$ cat src/rtl/lps_pkg.sv
// Shared types and the point compare function for the lexicographic point sorter.
// No dependencies; every module of the sorter imports this package.
package lps_pkg;

    localparam int NUM_COORDS = 4;
    localparam int DIMS_W     = 3;

    typedef logic [31:0] t_coord;
    typedef t_coord [NUM_COORDS-1:0] t_coords;

    typedef struct packed {
        logic signed [31:0] coord_a;
        logic signed [31:0] coord_b;
        logic signed [31:0] coord_c;
        logic signed [31:0] coord_d;
        logic               final_point;
    } t_point_in;

    typedef struct packed {
        logic signed [31:0] out_a;
        logic signed [31:0] out_b;
        logic signed [31:0] out_c;
        logic signed [31:0] out_d;
        logic               run_end;
        logic               overflowed;
    } t_result;

    typedef struct packed {
        logic              insert;
        logic              drain;
        logic [DIMS_W-1:0] dims;
    } t_cell_ctl;

    typedef enum logic [1:0] {
        ST_IDLE  = 2'b01,
        ST_DRAIN = 2'b10
    } t_state;

    localparam logic [0:0] REG_DIMS = 1'b0;

    // True when a is strictly below b in the first dims coordinates (signed order).
    function automatic logic point_less(input t_coords a, input t_coords b,
                                        input logic [DIMS_W-1:0] dims);
        logic res;
        res = 1'b0;
        // Walk from the last coordinate down so the first difference wins.
        for (int k = NUM_COORDS - 1; k >= 0; k--) begin
            if ((DIMS_W'(k) < dims) && (a[k] != b[k])) begin
                res = ($signed(a[k]) < $signed(b[k]));
            end
        end
        return res;
    endfunction

endpackage

$ cat src/rtl/lps_cell.sv
// One slot of the insertion chain: holds a point and its valid bit.
// Depends on lps_pkg for the point type, control struct and compare function.
module lps_cell (
    input  logic              i_clk,
    input  logic              i_rst_n,
    input  lps_pkg::t_cell_ctl i_ctl,
    input  lps_pkg::t_coords  i_new,
    input  lps_pkg::t_coords  i_prev_data,
    input  logic              i_prev_valid,
    input  logic              i_prev_take,
    input  lps_pkg::t_coords  i_next_data,
    input  logic              i_next_valid,
    output lps_pkg::t_coords  o_data,
    output logic              o_valid,
    output logic              o_take
);
    import lps_pkg::*;

    t_coords r_data;
    logic    r_valid;

    // An empty slot sorts after any point; a held point moves up when the new one is smaller.
    assign o_take  = !r_valid || point_less(i_new, r_data, i_ctl.dims);
    assign o_data  = r_data;
    assign o_valid = r_valid;

    always_ff @(posedge i_clk) begin
        if (i_ctl.drain) begin
            r_data <= i_next_data;
        end else if (i_ctl.insert && o_take) begin
            r_data <= i_prev_take ? i_prev_data : i_new;
        end
    end

    always_ff @(posedge i_clk) begin
        if (!i_rst_n) begin
            r_valid <= 1'b0;
        end else if (i_ctl.drain) begin
            r_valid <= i_next_valid;
        end else if (i_ctl.insert) begin
            r_valid <= r_valid | i_prev_valid;
        end
    end

endmodule

$ cat config.mk
export PLATFORM = sky130hd
export DESIGN_NAME = lps_cell
export DESIGN_NICKNAME = d
export VERILOG_FILES = /design/src/rtl/lps_pkg.sv /design/src/rtl/lps_cell.sv
export SDC_FILE = /design/constraint.sdc
export NUM_CORES = 1
export LEC_CHECK = 0
export ABC_AREA = 1
export BUFFER_PORTS_ARGS = -buffer_cell sky130_fd_sc_hd__buf_4
export CORE_AREA = 4 4 202 204
export CTS_CLUSTER_DIAMETER = 100
export DETAILED_ROUTE_END_ITERATION = 7
export DIE_AREA = 0 0 206 208
export GPL_TIMING_DRIVEN = 0
export PLACE_DENSITY = 0.47
export SKIP_LAST_GASP = 1
export SLEW_MARGIN = 30
export SYNTH_ARGS = -nofsm -noshare
export SYNTH_HDL_FRONTEND = slang
export SYNTH_SLANG_ARGS = --single-unit
$ cat constraint.sdc
create_clock -name i_clk -period 7.4 [get_ports i_clk]
set_input_delay 1.48 -clock i_clk [delete_from_list [all_inputs] [get_ports i_clk]]
set_output_delay 1.48 -clock i_clk [all_outputs]
set_load 0.05 [all_outputs]
==> results.cfg, run 1 <==
[route]
vias = 10700
via_per_inst = 4.52
antenna_left = 0
wl_per_cell_um = 19.6
drt-total-wl_um = 46300
drt_iter0_drc = 483
drcViolationCount = 0
firstDrtPassIters = 5

[floorplan]
rows = 73
dieArea_um2 = 42800
die_h_um = 208
coreArea_um2 = 39300
start_util_pct = 25.1
die_x_um = 206
io_pins = 524

[cts]
clock_path_buffers = 2
root_buffer = clkbuf_16
clk_pin_slew_worst_paths_ps = 60
cts_tree = done
cts_hold_buf = 0
cts_setup_buffers = 0
cts.htree.levels = 4
clk_latency_ps = 440
cts_sinks = 129
cts_resized = 0
cts_buffers = 17

[critical_path]
rr_worst_depth = 16
cp-end-kind = output port
critPathLaunchType = primary input
crit_type = primary input to output port
cp_max_fo = 3
r2r_slack_ps = 3920
r2r_start = o_data[78]$_DFFE_PP_
required_ps = 5920
critPathArrivalTime_ps = 3560
rr_endpoint = o_data[94]$_DFFE_PP_

[grt]
grt_pass1_wl_um = 67100
grt_overflow_total = 0
grt_max_degree = 42
grt_busiest_layer = met2
antenna_found_initial = 4
grtUsageMet2_pct = 36.2
grt_pass1_vias = 11000
grt_usage_pct = 20.8
grt_util_met1_pct = 24.9
use_met3_pct = 5.78

[placed_design]
gp_congestion = 0.925
hpwlAfterDp_um = 38100
dp_slack_ps = 2150
port_buffers = 523

[pwr]
vdd_ir_drop_max_mv = 0.157
powerDensity_nw_per_um2 = 186
power.leakage_uw = 0.00759

[yosys]
synthMuxAreaShare_pct = 0
synth_compound_area_share_pct = 18.0
synth_cell_types = 22
netlist_area_um2 = 9840
synth_warnings = 0
yosysTopAreaCellShare_pct = 39.0
synth_ff_type = edfxtp_1
yosysSeqAreaShare_pct = 39.2
synth_top_cell_by_area = edfxtp_1
synth_xor_area_share_pct = 0
synth_fa_ha_area_share_pct = 16.3
syn_avg_cell_area_um2 = 7.68
synthCells = 1281
synthSimpleGateAreaFrac_pct = 18.2
synth_top_family_by_area = simple AND/OR/NAND/NOR gates
synth_nets = 1803
synth_area_leaders = edfxtp_1, a21oi_1, ha_1, nand2_1, nor2_1
synth_edf_count = 128
ys_seq_elements = 129
ys_async_sr_fraction_pct = 0

[status]
outcome = completed

[sta]
finalCritPeriodShare_pct = 68.1
drv_slew = 0
finalHoldViolCount = 0
tightest_slew_ps = 816
fin_ws_ps = 2360
setup_viol = 0
finalCriticalPeriod_ps = 5040
finClkSkew_ps = 9.03
slew_headroom_pct = 45.6
fmax_mhz = 198
rsz0062_at_grt = no

[finish]
drive_above_1_share_pct = 30.8
nets = 2348
utilization_pct = 38.4
final_cell_mix = buf_4, a21oi_1, nand2_1
area_growth_pct = 53.1
final_common_cell = buf_4
fill_cells = 4218

[run]
maxCapViolCount = 0

[worst_hold_path]
worstHoldStart = o_valid$_SDFFE_PN0P_
holdPathStages = 2
worstHoldPathType = flip-flop to flip-flop
worstHoldEndpoint = o_valid$_SDFFE_PN0P_
[worst max-delay path by stage]
stage	startpoint	to	cells past startpoint
finish	i_new[87]	o_take	13
floorplan	i_new[31]	o_data[0]$_DFFE_PP_	16
global placement	i_ctl[3]	o_data[70]$_DFFE_PP_	5
global route	i_new[71]	o_take	13
detailed placement	i_new[87]	o_take	13
CTS	i_new[87]	o_take	13
[worst max-delay path, cell delays in order]
cell,delay [ps]
buf_4,120
ha_1,280
nand2_1,70
nor2_1,140
nand4_1,200
nor2_4,160
nand3_1,160
a21oi_1,250
nand3_1,180
nand3_1,120
nand2_1,110
nand2_2,90
buf_4,210
[metrics by stage]
stage	std cells	TNS (ps)	area (um2)	hold WS [ps]	total power, uW
2_1_floorplan	1281	0	9840	732	1540
3_3_place_gp	2329	-191450	14400	549	1980
3_5_place_dp	2332	0	14500	551	1980
4_1_cts	2364	0	15100	561	2840
5_1_grt	2365	0	15100	602	2950
6_report	2365	0	15100	549	2800
[cell type report]
cell class	instances	area, um2	share of cell area [%]
clock inverter	13	120	0.797
multi-input combinational	933	5170	34.3
clock buffer	19	433	2.87
antenna	1	2.50	0.0166
tap	525	657	4.36
sequential	129	3860	25.6
timing repair buffer	526	4000	26.6
inverter	163	612	4.06
buffer	56	215	1.43
[cells by family after synthesis]
logic type                 Yosys count
AOI/OAI and AO/OA                  348
adders and majority gates          128
buffers and inverters              219
and+or+nand+nor                    457
DFF                                129
[where the power goes]
group	switching (uW)	internal, uW
Combinational	634	384
Clock	352	489
Sequential	42.3	900
[layer usage]
layer	share of wire [%]	wire length [um]
met4	2.3	1080
met2	50	23000
met5	0.10	48
met1	41	18800
met3	7.1	3300
[registers in the layout, summed over array words and instances (netlist names)]
| register | flops |
|---|---|
| o_data | 128 |
| o_valid | 1 |
[cell usage after synthesis, types with 2 or more instances]
library cell,instances
nor2_1,168
buf_1,3
nand3_1,13
a21oi_1,321
ha_1,128
nand4_1,8
inv_1,162
nand2_1,258
edfxtp_1,128
clkbuf_1,53
nor2_2,3
nand2_2,2
nand3_2,2
o21ai_0,16
o21a_1,9
Note: power is estimated with default switching activity, not from simulation.
==> inputs of run 2 (changes only) <==
Settings changed: ABC_AREA 1 to 0, CORE_AREA 4 4 202 204 to 4 4 205 207, DIE_AREA 0 0 206 208 to 0 0 209 211.
Clock period 7.4 ns to 4.5 ns, I/O delays scaled along.
==> run 2 against run 1 <==
Compared with the run above:
- global-route usage decreased by 2.0 points
- register-to-register slack got worse by 3400 ps
- combinational power increased by 76%
- total power increased by 68%
- non-clock buffer count decreased by 6
- first-iteration DRC count decreased by 13%
- cell count decreased by 10%
- largest power group unchanged
- sequential power increased by 68%
- area after synthesis decreased by 0.69%
==> results.cfg, run 2 <==
[route]
wl_per_cell_um = 20.2
vias = 9640
drt_iter0_drc = 422
via_per_inst = 4.54
antenna_left = 0
drcViolationCount = 0
firstDrtPassIters = 5
drt-total-wl_um = 43000

[critical_path]
critical-path-top-delay-family = simple AND/OR/NAND/NOR gates
crit_path_end = o_take
crit_slowest_cell = mux2i_2
r2r_slack_ps = 500
r2r_start = o_data[95]$_DFFE_PP_
crit_type = primary input to output port
critPathArrivalTime_ps = 3480
cp_cell_sequence = buf_4 -> ha_1 -> nand4_1 -> nor4_4 -> nor2_1 -> a31oi_1 -> mux2i_2 -> a31oi_2 -> a211o_1 -> nand3_1 -> buf_4
crit_top_cell = buf_4
required_ps = 3600
rr_worst_depth = 14
cp_max_fo = 3
rr_endpoint = o_data[87]$_DFFE_PP_
critPathLaunch = i_new[83]
crit_cells = 11
cp-end-kind = output port
path_buf_inv = 2
cp_slowest_stage_delay_ps = 430
critPathLaunchType = primary input

[placed_design]
hpwlAfterDp_um = 36200
port_buffers = 521
placedCellCount = 2088
gp_congestion = 0.875

[grt]
grt_overflow_total = 0
antenna_found_initial = 0
grt_pass1_vias = 10200
grt_max_degree = 19
grt_pass1_wl_um = 62500
grt_usage_pct = 18.8

[sta]
tightest_slew_ps = 936
finalHoldViolCount = 0
drv_slew = 0
slew_headroom_pct = 37.6
finClkSkew_ps = 6.39
hold_slack_ps = 660
finalCriticalPeriod_ps = 4380
setup_viol = 0
rsz0062_at_grt = no
finalCritPeriodShare_pct = 97.4
fmax_mhz = 228

[finish]
final_cell_mix = buf_4, nand2_1, o21ai_0
largest_register_ffs = 128
final_common_cell = buf_4
layoutNonFillerInstCount = 2123
multi_input_area_um2 = 5410
drive_above_1_share_pct = 36.6
nets = 2100
seq_area_um2 = 3860
diodes = 0
area_growth_pct = 55.9
fill_cells = 4180

[yosys]
synth_edf_count = 128
ys_top_cells_by_count = nand2_1, o21ai_0, inv_1
yosysTopAreaCellShare_pct = 39.3
yosysSeqAreaShare_pct = 39.5
synth_nets = 1548
netlist_area_um2 = 9780
synthCells = 1026
synth_ff_type = edfxtp_1
ys_seq_elements = 129
synth_top_cell_by_area = edfxtp_1
synth_cell_types = 42
synth_warnings = 0
syn_avg_cell_area_um2 = 9.53
synth.most_common_cell = nand2_1
synth_area_leaders = edfxtp_1, ha_1, mux2i_1, o21ai_0, nand2_1
ys_async_sr_fraction_pct = 0

[cts]
clock_path_buffers = 2
clk_latency_ps = 440
cts_buffers = 17
root_buffer = clkbuf_16
clk_pin_slew_worst_paths_ps = 60
cts_tree = done
cts.htree.levels = 4
cts_sinks = 129
cts_hold_buf = 0

[pwr]
power.leakage_uw = 0.00758
power_uw = 4700
vdd_ir_drop_max_mv = 0.257
powerDensity_nw_per_um2 = 309

[floorplan]
rows = 74
coreArea_um2 = 40400
io_pins = 524
start_util_pct = 24.2
dieArea_um2 = 44100
die_h_um = 211
die_x_um = 209

[worst_hold_path]
worstHoldPathType = flip-flop to flip-flop

[status]
outcome = completed

[run]
maxCapViolCount = 0
run 2: cell types whose count changed in the layout (fill, tap and decap cells not counted), sizes merged, moves of 14 or more:
cell and delta:
a21o +15, a21oi -279, clkbuf -14, inv -25
mux2i +132, nand2 -110, nand4 +19, nor2 -161
o21ai +128
run 2: metrics by stage:
| stage | setup slack (ps) | TNS (ps) | instance area, um2 | util, % |
|---|---|---|---|---|
| 3_3_place_gp | -3220 | -410940 | 14500 | 35.9 |
| 2_1_floorplan | -829 | -106080 | 9910 | - |
| 3_5_place_dp | -690 | -46150 | 14700 | 36.3 |
| 5_1_grt | 10.7 | 0 | 15200 | 37.8 |
| 6_report | 117 | 0 | 15200 | 37.8 |
| 4_1_cts | 10.8 | 0 | 15200 | 37.7 |
run 2: what timing repair did:
| item | CTS | global route |
|---|---|---|
| endpoints found under the hold margin | 0 | 0 |
| endpoints found under the setup margin | 59 | 1 |
| pin swaps | 1 | 2 |
| resized for setup | 3 | 3 |
| setup buffers | 2 | 1 |
run 2: how the worst min path moves through the flow:
stage / start / end / slack [ps] / depth (start not counted)
after floorplan: o_valid$_SDFFE_PN0P_ / o_valid$_SDFFE_PN0P_ / 800 / 2
after global placement: o_valid$_SDFFE_PN0P_ / o_valid$_SDFFE_PN0P_ / 620 / 2
after detailed placement: o_valid$_SDFFE_PN0P_ / o_valid$_SDFFE_PN0P_ / 640 / 2
after CTS: o_valid$_SDFFE_PN0P_ / o_valid$_SDFFE_PN0P_ / 650 / 2
after global routing: o_valid$_SDFFE_PN0P_ / o_valid$_SDFFE_PN0P_ / 660 / 2
final: o_valid$_SDFFE_PN0P_ / o_valid$_SDFFE_PN0P_ / 660 / 2
run 2: logic make-up (layout without fill, tap and decap cells):
kind of cell	after synthesis	in the layout	synth area share (%)
DFF	129	129	39.5
adders and majority gates	128	128	16.4
buffers and inverters	181	746	6.95
AOI/OAI and AO/OA	238	238	13.9
and+or+nand+nor	218	218	9.75
muxes	132	132	13.5
run 2: power by group:
| part | total [uW] | internal (uW) | leakage [uW] | switching, uW |
|---|---|---|---|---|
| registers | 1580 | 1500 | 0.00132 | 78.6 |
| logic | 1800 | 707 | 0.00600 | 1090 |
| clock network | 1330 | 747 | 0.000251 | 582 |
| total | 4700 | 2950 | 0.00758 | 1750 |
run 2: final cells by class:
cell class | count | share of cell area, %
Multi-Input combinational cell | 716 | 35.5
Timing Repair Buffer | 533 | 26.9
Sequential cell | 129 | 25.3
Tap cell | 532 | 4.37
Inverter | 138 | 3.40
Clock buffer | 19 | 2.84
Buffer | 43 | 1.08
Clock inverter | 13 | 0.632
run 2: metal layers:
| metal | vias to the layer above | wire (um) | track usage, % |
|---|---|---|---|
| met5 | - | 0 | 0 |
| met4 | 0 | 1160 | 6.30 |
| met3 | 52 | 3450 | 6.18 |
| met2 | 366 | 21300 | 32.6 |
| met1 | 4440 | 17100 | 21.9 |
| li1 | 4782 | - | - |
run 2: worst register-to-register path, cell delays in order (launching register included):
cell and delay (ps):
edfxtp_1 410, inv_1 60, ha_1 330, nand4_1 190
nor4_4 330, nor2_1 70, a31oi_1 230, mux2i_2 430
a31oi_2 170, a211o_1 340, a41oi_4 360, buf_8 210
buf_8 190, buf_16 170, buf_8 190
